$ cat src/hdl/cnsp_pkg.sv
// Shared types, constants and helpers for the cpio newc stream parser.
// No dependencies; used by every module under hdl/.
`default_nettype none

package cnsp_pkg;

    // Default widths for the top-level parameters
    localparam int ENTRY_INDEX_BITS_DEF = 16;
    localparam int SIZE_BITS_DEF        = 32;

    // Fixed newc header layout
    localparam int HDR_LEN     = 110;
    localparam int MAGIC_LEN   = 6;
    localparam int FSZ_POS     = 54;
    localparam int NSZ_POS     = 94;
    localparam int FIELD_LEN   = 8;
    localparam int TRAILER_LEN = 11;
    localparam int MIN_NAME    = 2;

    // ASCII characters used by the hex field parser
    localparam logic [7:0] CH_SPACE = 8'h20;
    localparam logic [7:0] CH_0     = 8'h30;
    localparam logic [7:0] CH_9     = 8'h39;
    localparam logic [7:0] CH_UA    = 8'h41;
    localparam logic [7:0] CH_UF    = 8'h46;
    localparam logic [7:0] CH_LA    = 8'h61;
    localparam logic [7:0] CH_LF    = 8'h66;
    localparam logic [4:0] HEX_TEN  = 5'd10;
    localparam logic [4:0] HEX_NONE = 5'd16;

    // Expected magic "070701" and trailer name "TRAILER!!!" with its terminator
    localparam logic [7:0] MAGIC_CHARS [MAGIC_LEN] = '{
        8'h30, 8'h37, 8'h30, 8'h37, 8'h30, 8'h31
    };
    localparam logic [7:0] TRAILER_CHARS [TRAILER_LEN] = '{
        8'h54, 8'h52, 8'h41, 8'h49, 8'h4C, 8'h45, 8'h52, 8'h21, 8'h21, 8'h21, 8'h00
    };

    // Byte classification
    typedef enum logic [2:0] {
        REG_HEADER   = 3'd0,
        REG_NAME     = 3'd1,
        REG_NAME_PAD = 3'd2,
        REG_DATA     = 3'd3,
        REG_DATA_PAD = 3'd4,
        REG_IGNORED  = 3'd5
    } region_t;

    // Sticky error codes
    typedef enum logic [1:0] {
        ERR_NONE      = 2'd0,
        ERR_MAGIC     = 2'd1,
        ERR_NAME_SIZE = 2'd2
    } error_t;

    // Control from the entry tracker to the hex field parser
    typedef struct packed {
        logic advance;   // item accepted this cycle
        logic active;    // byte lies inside a size field
        logic clear;     // byte is the first of a size field
        logic restart;   // entry ends with this byte
    } fld_ctrl_t;

    // Hex digit value, or HEX_NONE for a non-hex character
    function automatic logic [4:0] hex_digit(input logic [7:0] b);
        logic [4:0] d;
        d = HEX_NONE;
        if (b inside {[CH_0:CH_9]}) begin
            d = 5'(b - CH_0);
        end else if (b inside {[CH_UA:CH_UF]}) begin
            d = 5'(b - CH_UA) + HEX_TEN;
        end else if (b inside {[CH_LA:CH_LF]}) begin
            d = 5'(b - CH_LA) + HEX_TEN;
        end
        return d;
    endfunction

endpackage

`default_nettype wire

$ cat src/hdl/cnsp_field.sv
// Hex size field accumulator: skips leading blanks and zeros, stops at the
// first non-hex character. Depends on cnsp_pkg.
`default_nettype none

module cnsp_field #(
    parameter int SIZE_BITS = cnsp_pkg::SIZE_BITS_DEF
) (
    input  wire logic                  aclk,
    input  wire logic                  aresetn,
    input  wire cnsp_pkg::fld_ctrl_t   ctrl,
    input  wire logic [7:0]            data_byte,
    output logic      [SIZE_BITS-1:0]  acc_value
);

    logic [SIZE_BITS-1:0] acc_reg;
    logic                 started_reg;
    logic                 stopped_reg;
    logic [SIZE_BITS-1:0] base_acc;
    logic                 base_started;
    logic                 base_stopped;
    logic                 started_next;
    logic                 stopped_next;
    logic [4:0]           digit;

    // Fold this byte into the field value
    always_comb begin
        base_acc     = ctrl.clear ? '0 : acc_reg;
        base_started = ctrl.clear ? 1'b0 : started_reg;
        base_stopped = ctrl.clear ? 1'b0 : stopped_reg;
        acc_value    = base_acc;
        started_next = base_started;
        stopped_next = base_stopped;
        digit        = cnsp_pkg::hex_digit(data_byte);
        if (ctrl.active && !base_stopped) begin
            if (base_started ||
                (data_byte != cnsp_pkg::CH_SPACE && data_byte != cnsp_pkg::CH_0)) begin
                started_next = 1'b1;
                if (digit == cnsp_pkg::HEX_NONE) begin
                    stopped_next = 1'b1;
                end else begin
                    acc_value = {base_acc[SIZE_BITS-5:0], digit[3:0]};
                end
            end
        end
    end

    // Hold field state between items; clear at entry end
    always_ff @(posedge aclk) begin
        if (!aresetn) begin
            acc_reg     <= '0;
            started_reg <= 1'b0;
            stopped_reg <= 1'b0;
        end else if (ctrl.advance) begin
            if (ctrl.restart) begin
                acc_reg     <= '0;
                started_reg <= 1'b0;
                stopped_reg <= 1'b0;
            end else begin
                acc_reg     <= acc_value;
                started_reg <= started_next;
                stopped_reg <= stopped_next;
            end
        end
    end

endmodule

`default_nettype wire

$ cat src/hdl/cnsp_tracker.sv
// Entry tracker: region and offset walk, magic and trailer checks, sizes,
// errors and entry count. Depends on cnsp_pkg and cnsp_field.
`default_nettype none

module cnsp_tracker #(
    parameter int ENTRY_INDEX_BITS = cnsp_pkg::ENTRY_INDEX_BITS_DEF,
    parameter int SIZE_BITS        = cnsp_pkg::SIZE_BITS_DEF
) (
    input  wire logic                        aclk,
    input  wire logic                        aresetn,
    input  wire logic                        advance,
    input  wire logic [7:0]                  data_byte,
    input  wire logic                        archive_last,
    output cnsp_pkg::region_t                region,
    output logic      [ENTRY_INDEX_BITS-1:0] entry_index,
    output logic      [SIZE_BITS-1:0]        name_length,
    output logic      [SIZE_BITS-1:0]        file_length,
    output logic                             entry_end,
    output logic                             is_trailer,
    output cnsp_pkg::error_t                 error_code,
    output logic                             archive_done
);

    localparam logic [SIZE_BITS-1:0] OFF_MAGIC_END = SIZE_BITS'(cnsp_pkg::MAGIC_LEN - 1);
    localparam logic [SIZE_BITS-1:0] OFF_MAGIC_LIM = SIZE_BITS'(cnsp_pkg::MAGIC_LEN);
    localparam logic [SIZE_BITS-1:0] OFF_FSZ_FIRST = SIZE_BITS'(cnsp_pkg::FSZ_POS);
    localparam logic [SIZE_BITS-1:0] OFF_FSZ_LAST  =
        SIZE_BITS'(cnsp_pkg::FSZ_POS + cnsp_pkg::FIELD_LEN - 1);
    localparam logic [SIZE_BITS-1:0] OFF_NSZ_FIRST = SIZE_BITS'(cnsp_pkg::NSZ_POS);
    localparam logic [SIZE_BITS-1:0] OFF_NSZ_LAST  =
        SIZE_BITS'(cnsp_pkg::NSZ_POS + cnsp_pkg::FIELD_LEN - 1);
    localparam logic [SIZE_BITS-1:0] OFF_TRL_LIM   = SIZE_BITS'(cnsp_pkg::TRAILER_LEN);
    localparam logic [SIZE_BITS-1:0] OFF_TRL_LAST  = SIZE_BITS'(cnsp_pkg::TRAILER_LEN - 1);
    localparam logic [SIZE_BITS-1:0] LEN_HEADER    = SIZE_BITS'(cnsp_pkg::HDR_LEN);
    localparam logic [SIZE_BITS-1:0] LEN_MIN_NAME  = SIZE_BITS'(cnsp_pkg::MIN_NAME);
    localparam logic [1:0]           HDR_PHASE     = 2'(cnsp_pkg::HDR_LEN);

    cnsp_pkg::region_t             region_reg,  region_next;
    logic [SIZE_BITS-1:0]          offset_reg,  offset_next;
    logic [SIZE_BITS-1:0]          name_reg,    name_next;
    logic [SIZE_BITS-1:0]          file_reg,    file_next;
    logic [ENTRY_INDEX_BITS-1:0]   entry_reg,   entry_next;
    logic                          magic_reg,   magic_next;
    logic                          trailer_reg, trailer_next;
    cnsp_pkg::error_t              error_reg,   error_next;
    logic                          done_reg,    done_next;

    cnsp_pkg::fld_ctrl_t           fld_ctrl;
    logic [SIZE_BITS-1:0]          acc_value;
    logic                          active;
    logic                          in_header;
    logic                          seen_full;
    logic                          trl;
    logic [1:0]                    name_pad;
    logic [1:0]                    data_pad;
    logic [4:1]                    nonempty;
    logic [SIZE_BITS-1:0]          region_len;
    logic [SIZE_BITS:0]            offset_inc;
    logic                          region_done;
    logic                          found;
    cnsp_pkg::region_t             later_region;
    logic                          end_of_entry;

    // Size field parser
    cnsp_field #(
        .SIZE_BITS (SIZE_BITS)
    ) u_field (
        .aclk      (aclk),
        .aresetn   (aresetn),
        .ctrl      (fld_ctrl),
        .data_byte (data_byte),
        .acc_value (acc_value)
    );

    assign active    = (error_reg == cnsp_pkg::ERR_NONE) && !done_reg;
    assign in_header = active && (region_reg == cnsp_pkg::REG_HEADER);

    // Steer the size field parser
    always_comb begin
        fld_ctrl.advance = advance;
        fld_ctrl.clear   = in_header &&
                           (offset_reg == OFF_FSZ_FIRST || offset_reg == OFF_NSZ_FIRST);
        fld_ctrl.active  = in_header &&
                           ((offset_reg >= OFF_FSZ_FIRST && offset_reg <= OFF_FSZ_LAST) ||
                            (offset_reg >= OFF_NSZ_FIRST && offset_reg <= OFF_NSZ_LAST));
        fld_ctrl.restart = end_of_entry;
    end

    // Header checks and size capture
    always_comb begin
        magic_next = magic_reg;
        error_next = error_reg;
        file_next  = file_reg;
        name_next  = name_reg;
        if (in_header && offset_reg < OFF_MAGIC_LIM &&
            data_byte != cnsp_pkg::MAGIC_CHARS[offset_reg[2:0]]) begin
            magic_next = 1'b0;
        end
        if (in_header && offset_reg == OFF_MAGIC_END && !magic_next) begin
            error_next = cnsp_pkg::ERR_MAGIC;
        end
        if (in_header && offset_reg == OFF_FSZ_LAST) begin
            file_next = acc_value;
        end
        if (in_header && offset_reg == OFF_NSZ_LAST) begin
            name_next = acc_value;
            if (acc_value < LEN_MIN_NAME && error_next == cnsp_pkg::ERR_NONE) begin
                error_next = cnsp_pkg::ERR_NAME_SIZE;
            end
        end
    end

    // Trailer name match
    always_comb begin
        trailer_next = trailer_reg;
        seen_full    = 1'b0;
        if (active && region_reg == cnsp_pkg::REG_NAME && offset_reg < OFF_TRL_LIM &&
            data_byte != cnsp_pkg::TRAILER_CHARS[offset_reg[3:0]]) begin
            trailer_next = 1'b0;
        end
        case (region_reg)
            cnsp_pkg::REG_NAME: begin
                seen_full = offset_reg >= OFF_TRL_LAST;
            end
            cnsp_pkg::REG_NAME_PAD, cnsp_pkg::REG_DATA, cnsp_pkg::REG_DATA_PAD: begin
                seen_full = name_reg >= OFF_TRL_LIM;
            end
            default: begin
                seen_full = 1'b0;
            end
        endcase
        trl = active && trailer_next && seen_full;
    end

    // Region lengths and the next non-empty region
    always_comb begin
        name_pad    = 2'd0 - (HDR_PHASE + name_next[1:0]);
        data_pad    = 2'd0 - file_next[1:0];
        nonempty[1] = name_next != '0;
        nonempty[2] = name_pad != 2'd0;
        nonempty[3] = file_next != '0;
        nonempty[4] = data_pad != 2'd0;
        case (region_reg)
            cnsp_pkg::REG_HEADER:   region_len = LEN_HEADER;
            cnsp_pkg::REG_NAME:     region_len = name_next;
            cnsp_pkg::REG_NAME_PAD: region_len = SIZE_BITS'(name_pad);
            cnsp_pkg::REG_DATA:     region_len = file_next;
            cnsp_pkg::REG_DATA_PAD: region_len = SIZE_BITS'(data_pad);
            default:                region_len = '0;
        endcase
        offset_inc   = {1'b0, offset_reg} + 1'b1;
        region_done  = offset_inc >= {1'b0, region_len};
        found        = 1'b0;
        later_region = cnsp_pkg::REG_HEADER;
        for (int i = 1; i <= 4; i++) begin
            if (!found && 3'(i) > region_reg && nonempty[i]) begin
                found        = 1'b1;
                later_region = cnsp_pkg::region_t'(3'(i));
            end
        end
    end

    // Advance offset and region; close the entry after its last region
    always_comb begin
        region_next  = region_reg;
        offset_next  = offset_reg;
        entry_next   = entry_reg;
        done_next    = done_reg;
        end_of_entry = 1'b0;
        if (active && error_next == cnsp_pkg::ERR_NONE) begin
            if (region_done) begin
                offset_next = '0;
                if (found) begin
                    region_next = later_region;
                end else begin
                    end_of_entry = 1'b1;
                    region_next  = cnsp_pkg::REG_HEADER;
                    if (trl) begin
                        done_next = 1'b1;
                    end
                    if (entry_reg != '1) begin
                        entry_next = entry_reg + 1'b1;
                    end
                end
            end else begin
                offset_next = offset_inc[SIZE_BITS-1:0];
            end
        end
        if (archive_last) begin
            done_next = 1'b1;
        end
    end

    // Hold tracker state between items
    always_ff @(posedge aclk) begin
        if (!aresetn) begin
            region_reg  <= cnsp_pkg::REG_HEADER;
            offset_reg  <= '0;
            name_reg    <= '0;
            file_reg    <= '0;
            entry_reg   <= '0;
            magic_reg   <= 1'b1;
            trailer_reg <= 1'b1;
            error_reg   <= cnsp_pkg::ERR_NONE;
            done_reg    <= 1'b0;
        end else if (advance) begin
            region_reg <= region_next;
            offset_reg <= offset_next;
            entry_reg  <= entry_next;
            error_reg  <= error_next;
            done_reg   <= done_next;
            if (end_of_entry) begin
                name_reg    <= '0;
                file_reg    <= '0;
                magic_reg   <= 1'b1;
                trailer_reg <= 1'b1;
            end else begin
                name_reg    <= name_next;
                file_reg    <= file_next;
                magic_reg   <= magic_next;
                trailer_reg <= trailer_next;
            end
        end
    end

    // Result fields for this item
    assign region       = active ? region_reg : cnsp_pkg::REG_IGNORED;
    assign entry_index  = entry_reg;
    assign name_length  = name_next;
    assign file_length  = file_next;
    assign entry_end    = end_of_entry;
    assign is_trailer   = trl;
    assign error_code   = error_next;
    assign archive_done = done_next;

endmodule

`default_nettype wire

$ cat src/hdl/cpio_newc_stream_parser.sv
// Channel  Dir  Ports          Item
// s_       in   tdata, tlast   tdata[7:0] data_byte; tlast archive_last
// m_       out  tdata, tuser,  tdata byte_value/entry_index/name_length/file_length/
//                tlast          is_trailer/error_code/archive_done; tuser region; tlast entry_end
//
// One item per cycle while m_tready is high; each result appears the cycle after its input.
// All per-byte work is one combinational pass from the tracker state into the result
// register. s_tready is low only while the result register is full and m_tready is low.
// aresetn (synchronous, active low) returns the parser to the start of an archive.
// Top level of the cpio newc stream parser; depends on cnsp_pkg, cnsp_tracker, cnsp_field.
`default_nettype none

module cpio_newc_stream_parser #(
    parameter int ENTRY_INDEX_BITS = cnsp_pkg::ENTRY_INDEX_BITS_DEF,
    parameter int SIZE_BITS        = cnsp_pkg::SIZE_BITS_DEF
) (
    input  wire logic       aclk,
    input  wire logic       aresetn,
    input  wire logic       s_tvalid,
    output logic            s_tready,
    input  wire logic [7:0] s_tdata,   // data_byte
    input  wire logic       s_tlast,   // archive_last
    output logic            m_tvalid,
    input  wire logic       m_tready,
    // byte_value, entry_index, name_length, file_length, is_trailer, error_code,
    // archive_done, zero fill
    output logic [((8 + ENTRY_INDEX_BITS + 2 * SIZE_BITS + 4 + 7) / 8) * 8 - 1:0] m_tdata,
    output logic [2:0]      m_tuser,   // region
    output logic            m_tlast    // entry_end
);

    localparam int PACK_W = 8 + ENTRY_INDEX_BITS + 2 * SIZE_BITS + 4;
    localparam int DATA_W = ((PACK_W + 7) / 8) * 8;

    logic                        accept;
    logic                        m_tvalid_reg;
    logic [DATA_W-1:0]           m_tdata_reg;
    logic [2:0]                  m_tuser_reg;
    logic                        m_tlast_reg;

    cnsp_pkg::region_t           region;
    logic [ENTRY_INDEX_BITS-1:0] entry_index;
    logic [SIZE_BITS-1:0]        name_length;
    logic [SIZE_BITS-1:0]        file_length;
    logic                        entry_end;
    logic                        is_trailer;
    cnsp_pkg::error_t            error_code;
    logic                        archive_done;

    // Take a new item whenever the result register is free or being drained
    assign s_tready = !m_tvalid_reg || m_tready;
    assign accept   = s_tvalid && s_tready;

    cnsp_tracker #(
        .ENTRY_INDEX_BITS (ENTRY_INDEX_BITS),
        .SIZE_BITS        (SIZE_BITS)
    ) u_tracker (
        .aclk         (aclk),
        .aresetn      (aresetn),
        .advance      (accept),
        .data_byte    (s_tdata),
        .archive_last (s_tlast),
        .region       (region),
        .entry_index  (entry_index),
        .name_length  (name_length),
        .file_length  (file_length),
        .entry_end    (entry_end),
        .is_trailer   (is_trailer),
        .error_code   (error_code),
        .archive_done (archive_done)
    );

    // Result register valid flag
    always_ff @(posedge aclk) begin
        if (!aresetn) begin
            m_tvalid_reg <= 1'b0;
        end else if (accept) begin
            m_tvalid_reg <= 1'b1;
        end else if (m_tready) begin
            m_tvalid_reg <= 1'b0;
        end
    end

    // Capture the result item
    always_ff @(posedge aclk) begin
        if (accept) begin
            m_tdata_reg <= DATA_W'({archive_done, error_code, is_trailer,
                                    file_length, name_length, entry_index, s_tdata});
            m_tuser_reg <= region;
            m_tlast_reg <= entry_end;
        end
    end

    assign m_tvalid = m_tvalid_reg;
    assign m_tdata  = m_tdata_reg;
    assign m_tuser  = m_tuser_reg;
    assign m_tlast  = m_tlast_reg;

endmodule

`default_nettype wire
$ cat config.mk
export PLATFORM = sky130hd
export DESIGN_NAME = cpio_newc_stream_parser
export DESIGN_NICKNAME = d
export VERILOG_FILES = /design/src/hdl/cnsp_pkg.sv /design/src/hdl/cnsp_field.sv /design/src/hdl/cnsp_tracker.sv /design/src/hdl/cpio_newc_stream_parser.sv
export SDC_FILE = /design/constraint.sdc
export NUM_CORES = 1
export LEC_CHECK = 0
export BUFFER_PORTS_ARGS = -buffer_cell sky130_fd_sc_hd__buf_2
export CORE_ASPECT_RATIO = 1.1
export CORE_MARGIN = 2
export CORE_UTILIZATION = 38
export DETAILED_ROUTE_END_ITERATION = 10
export SLEW_MARGIN = 5
export SYNTH_ARGS = -nofsm -noshare
export SYNTH_HDL_FRONTEND = slang
export SYNTH_HIERARCHICAL = 1
export SYNTH_SLANG_ARGS = --single-unit
$ cat constraint.sdc
create_clock -name aclk -period 6.63 [get_ports aclk]
set_input_delay 0.663 -clock aclk [delete_from_list [all_inputs] [get_ports aclk]]
set_output_delay 0.663 -clock aclk [all_outputs]
set_load 0.03 [all_outputs]
==> results of run 1 <==
## critical path: stages, from the launching register on
cell and delay (ns):
dfxtp_1 0.32, buf_4 0.24, nor2b_1 0.33, o21ai_0 0.14, nand2_1 0.09, nand2_1 0.07
a21boi_1 0.25, nand2_2 0.17, a211o_4 0.34, buf_4 0.21, mux2i_1 0.32, mux2_2 0.32
nand2_1 0.07, a221o_1 0.38, ha_1 0.31, nand4_1 0.13, or4_1 0.43, o41ai_1 0.34
a41o_1 0.14, a21oi_1 0.07, or4b_1 0.56, inv_1 0.09, nand3b_1 0.22, or2_4 0.17
a2111oi_4 0.04, buf_4 0.17, clkbuf_16 0.17, a32o_1 0.20
## final cells by class
cell class / instances / area [µm²] / share of cell area
Clock buffer: 36 / 802 / 0.0526
Multi-Input combinational cell: 895 / 6400 / 0.420
Inverter: 80 / 300 / 0.0197
Timing Repair Buffer: 168 / 1050 / 0.0691
Sequential cell: 251 / 5990 / 0.393
Tap cell: 432 / 541 / 0.0354
Clock inverter: 16 / 168 / 0.0110
## cells in the mapped netlist, drive strengths merged, types with 8 or more instances
cell    count
ha         47
nand3      32
a32o       32
or3        21
dfxtp     155
nor4       33
and3       15
nor2       59
xor2       35
and4        8
a21oi      45
nand2     139
clkbuf     46
mux2i      95
edfxtp     96
and2       12
nor3       13
o22a       26
inv        80
o21ai      93
nand4      20
xnor2      25
buf        29
nand2b     44
## through the flow
| step | total power [µW] | area [µm²] | setup TNS [ns] | cells |
|---|---|---|---|---|
| after floorplan | 1810 | 12900 | 0 | 1301 |
| after global placement | 1880 | 14100 | -1.67 | 1824 |
| after detailed placement | 1890 | 14100 | -4.18 | 1824 |
| after CTS | 3500 | 15100 | 0 | 1876 |
| after global routing | 3570 | 15200 | -0.406 | 1878 |
| final | 3450 | 15200 | 0 | 1878 |
## cell families after synthesis
logic type                 after synthesis  share of synthesized area
AOI/OAI and AO/OA                      262                      0.144
xor gates and xnor gates                60                     0.0409
adders and majority gates               47                     0.0457
buffers and inverters                  155                     0.0516
DFF                                    251                      0.465
muxes                                  100                     0.0783
other                                    1                   0.000292
and+or+nand+nor                        422                      0.174
## path summary, 6_finish.rpt
kind                                 from                             to  slack (ns)
setup / recovery  u_tracker/offset_reg[2]  u_tracker/u_field/acc_reg[25]        0.22
hold / removal                   s_tvalid                       m_tvalid        0.36
setup reg to reg  u_tracker/offset_reg[2]  u_tracker/u_field/acc_reg[25]        0.22
hold reg to reg    u_tracker/name_reg[25]         u_tracker/name_reg[25]        0.46
## layout by cell type, fill, tap and decap left out, types with 20 or more instances in the layout
| cell | count |
|---|---|
| dfxtp_1 | 154 |
| nand2_1 | 137 |
| buf_2 | 110 |
| edfxtp_1 | 96 |
| mux2i_1 | 92 |
| inv_1 | 80 |
| o21ai_1 | 75 |
| nor2_1 | 57 |
| buf_4 | 53 |
| ha_1 | 47 |
| a21oi_1 | 45 |
| nand2b_1 | 43 |
| xor2_1 | 35 |
| nand3_1 | 32 |
| a32o_1 | 32 |
| clkbuf_16 | 30 |
| o22a_1 | 26 |
| xnor2_1 | 25 |
| nor4_1 | 24 |
| or3_1 | 20 |
## report_power, final
part	total (µW)	switching, µW	internal (µW)
registers	1640	9.55	1630
logic	214	163	51.0
clock network	1600	658	940
## repair_timing
item / CTS / global route
pin swaps: 0 / 5
gates resized for setup: 1 / 24
cloned: 0 / 1
setup buffers: 0 / 1
setup endpoints to repair: 32 / 100
## routing by layer
metal | wire (µm) | up-vias
met1 | 15500 | 4850
met3 | 1950 | 65
met4 | 1270 | 0
met5 | 0 | -
met2 | 16400 | 273
li1 | - | 4972
==> impl_metrics.toml, run 1 <==
[sta]
setup_viol = 0
finalCriticalPeriod_ns = 6.41
max_freq_mhz = 156
tightest_slew_ns = 1.09
finalMaxSlewViolations = 0
hold_viol_final = 0
fin_skew_ns = 0.0314
min_period_over_period = 0.966
fin_ws_ns = 0.224
slew_headroom = 0.274
worst_hold_slack_ns = 0.363

[synthesis]
yosys.area.top_type = "dfxtp_1"
syn_area_um2 = 12900
synth_top_area_frac = 0.241
netlist_top_cells_area = "dfxtp_1 (24%), edfxtp_1 (22%), mux2i_1 (7.4%)"
ys_seq_elements = 251
ys_types = 85
synthFlopType = "dfxtp_1"
synthArstFlopShare = 0
synth_edf_count = 96
yosysWarnings = 6
avgSynthCellArea_um2 = 9.91
ys_seq_area_frac = 0.465
synthCells = 1298

[clock_tree]
root_buffer = "clkbuf_16"
insertion_delay_ns = 0.57
cts_hold_buffers = 0
clkSinkCount = 251
htreeDepth = 1
clkTransAtPathRegs_ns = 0.06
cts_buffer_depth = 3
cts-buffers-inserted = 28
cts_tree = "done"

[global_routing]
grt_use_met3 = 0.0336
grtUsageTotal = 0.192
met2_usage = 0.313
grt_start_max_net_pins = 65
grt_pass1_vias = 9724
grt.busiest_layer = "met2"
antenna_found_initial = 0
grt.met1_usage = 0.253
grt-ovfl-total = 0
grt_pass1_wl_um = 54700

[worst_setup_path]
worst-r2r-cell-count = 27
critical_path_required_ns = 7.07
path_class = "reg2reg"
startpoint_type = "flip-flop"
cp_max_fo = 21
crit_arrival_ns = 6.85
end_kind = "flip-flop"

[power]
ir_drop_mv = 0.224
p_leak_uw = 0.00646
powerDensity_nw_per_um2 = 226

[route]
wl_per_cell_um = 18.7
wl_um = 35100
drtAntennaViolNets = 0
drc = 0
initialDrtViolationCount = 749
via_count = 10160
viasPerCell = 5.41
drtPass1Iterations = 5

[finish]
utilization = 0.458
largest_reg_flops = 92
n_antenna_cell = 0
drive_above_1_share = 0.182
areaGrowthSynthToFinish_pct = 18.5
fillers = 3183
final_nets = 1484

[worst_hold_path]
hold_depth = 3
hold_class = "in2reg"

[floorplanning]
die-area_um2 = 35300
placeableCoreArea_um2 = 33300
die_x_um = 179
dieHeight_um = 197
start_util = 0.387
ioPinCount = 115
floorplan.rows = 70

[placement]
place.gp.congestion = 0.925
preCtsSetupSlack_ns = -0.147
dp_hpwl_um = 25500
io_buffers = 110

[status]
outcome = "complete, no violations"

[run]
maxCapViolations = 0
(Power assumes the default switching activity.)
==> run 2, diff against run 1 <==
- BUFFER_PORTS_ARGS: -buffer_cell sky130_fd_sc_hd__buf_2 -> -buffer_cell sky130_fd_sc_hd__buf_4
- clock period: 6.63 -> 5.9 ns (I/O delays scaled with it)
==> run 2 against run 1 <==
  * Flip-flop and latch count stayed put
  * Wire length rose by 1.5%
  * Largest power group unchanged
  * First-iteration DRC count grew 7.7%
  * Sequential power increased by 12%
  * Final cell count grew 4.2%
  * Cell area grew 7.5%
  * Highest routed layer unchanged
==> impl_metrics.toml, run 2 (synthesized netlist as in run 1, its figures left out) <==
[placement]
dp_hpwl_um = 26000
dpl_cell_area_um2 = 15100
io_buffers = 110
place.gp.congestion = 0.849
preCtsSetupSlack_ns = -0.298

[clock_tree]
root_buffer = "clkbuf_16"
insertion_delay_ns = 0.54
cts-buffers-inserted = 27
htreeDepth = 1
cts_buffer_depth = 3
cts_tree = "done"
cts_hold_buffers = 0
clkTransAtPathRegs_ns = 0.06
clkSinkCount = 251

[status]
outcome = "complete, no violations"

[power]
power_frac_seq = 0.495
ir_drop_mv = 0.227
switching_share = 0.239
power.switching_uw = 891
p_clk_frac = 0.432
p_int_uw = 2830
p_leak_uw = 0.00690
powerDensity_nw_per_um2 = 227
combPwrFrac = 0.073

[finish]
areaGrowthSynthToFinish_pct = 27.4
final_nets = 1563
largest_reg_flops = 92
layout_commonest_cell = "buf_4"
final_area_um2 = 16400
final_cell_mix = "buf_4 (234), dfxtp_1 (152), nand2_1 (132)"
drive_above_1_share = 0.255

[global_routing]
antenna_found_initial = 1
grt_start_max_net_pins = 73
grtUsageTotal = 0.193
grt_pass1_vias = 10077
grt-ovfl-total = 0
grt_pass1_wl_um = 55200

[route]
drtAntennaViolNets = 0
wl_um = 35600
drtPass1Iterations = 5
initialDrtViolationCount = 807
viasPerCell = 5.38
via_count = 10525
wl_per_cell_um = 18.2
drc = 0

[worst_setup_path]
slowest_stage = "or4_4"
cp_num_buf_inv = 5
critical_path_required_ns = 6.32
crit_arrival_ns = 6.17
startpoint_type = "flip-flop"
crit_top_cell = "buf_4"
end_kind = "flip-flop"
critical-path-top-delay-family = "simple AND/OR/NAND/NOR gates"
cpPeakStageDelay_ns = 0.53
path_class = "reg2reg"
cp_max_fo = 14

[sta]
fin_ws_ns = 0.152
setup_viol = 0
slew_headroom = 0.316
tightest_slew_ns = 1.02
finalCriticalPeriod_ns = 5.75
finalMaxSlewViolations = 0
max_freq_mhz = 174
min_period_over_period = 0.974
hold_viol_final = 0
rsz0062_at_grt = "true"
fin_skew_ns = 0.0254

[run]
maxCapViolations = 0

[floorplanning]
die_x_um = 179
dieHeight_um = 197
placeableCoreArea_um2 = 33300
ioPinCount = 115
start_util = 0.387
floorplan.rows = 70
die-area_um2 = 35300

[worst_hold_path]
hold_class = "in2reg"
-- run 2: changes by cell type in the layout (fill, tap and decap cells not counted), moves of 3 or more --
cell	previous run	this run
clkbuf_8	5	2
mux2i_2	1	23
nand2_2	2	6
clkinvlp_4	0	5
buf_4	53	234
nand2_1	137	132
mux2i_4	2	13
clkbuf_1	2	8
clkinv_2	9	3
buf_2	110	0
buf_12	4	8
mux2i_1	92	59
buf_6	0	3
-- run 2: worst paths after layout --
check | endpoint | slack, ns | from | depth (start not counted)
min | m_tvalid | 0.30 | s_tvalid | 3
min reg2reg | u_tracker/file_reg[1] | 0.45 | u_tracker/file_reg[1] | 2
max | u_tracker/u_field/acc_reg[9] | 0.15 | u_tracker/offset_reg[20] | 26
max reg2reg | u_tracker/u_field/acc_reg[9] | 0.15 | u_tracker/offset_reg[20] | 26
-- run 2: cell type report --
cell class                 count  area (µm²)
fill                        3077       16900
multi-input combinational    895        6700
sequential                   251        5990
timing repair buffer         248        2030
clock buffer                  37         733
tap                          432         541
inverter                      80         303
clock inverter                12        98.8
antenna                        1        2.50
-- run 2: per-stage QoR --
step	instances	power (µW)	hold WS, ns	util	setup TNS (ns)
floorplan	1301	2040	0.429	-	-7.59
global placement	1899	2150	0.452	0.454	-3.82
detailed placement	1899	2150	0.447	0.454	-12.55
CTS	1948	3760	0.283	0.481	0
global route	1955	3850	0.287	0.492	-2.15
finish	1956	3720	0.305	0.493	0
-- run 2: tightest hold or removal path: stages --
cell      delay, ns
buf_4          0.08
inv_1          0.04
a21boi_2       0.09
-- run 2: repair_timing --
action,in CTS,in global routing
buffers inserted,0,4
setup endpoints to repair,101,139
resized for setup,14,58
gates cloned,0,3
pin swaps,0,22
-- run 2: routing by layer --
metal	wire [µm]	up-vias	track usage
li1	-	5139	-
met1	16400	5088	0.265
met2	16500	247	0.314
met3	1830	51	0.0299
met4	875	0	0.0569
met5	0	-	0
-- run 2: power groups by stage --
stage                     Clock, µW  Combinational (µW)  Sequential (µW)
final                          1610                 271             1840
after floorplan                   0                92.1             1950
after CTS                      1650                 271             1840
after detailed placement          0                 270             1880
after global routing           1720                 287             1850
after global placement            0                 268             1880
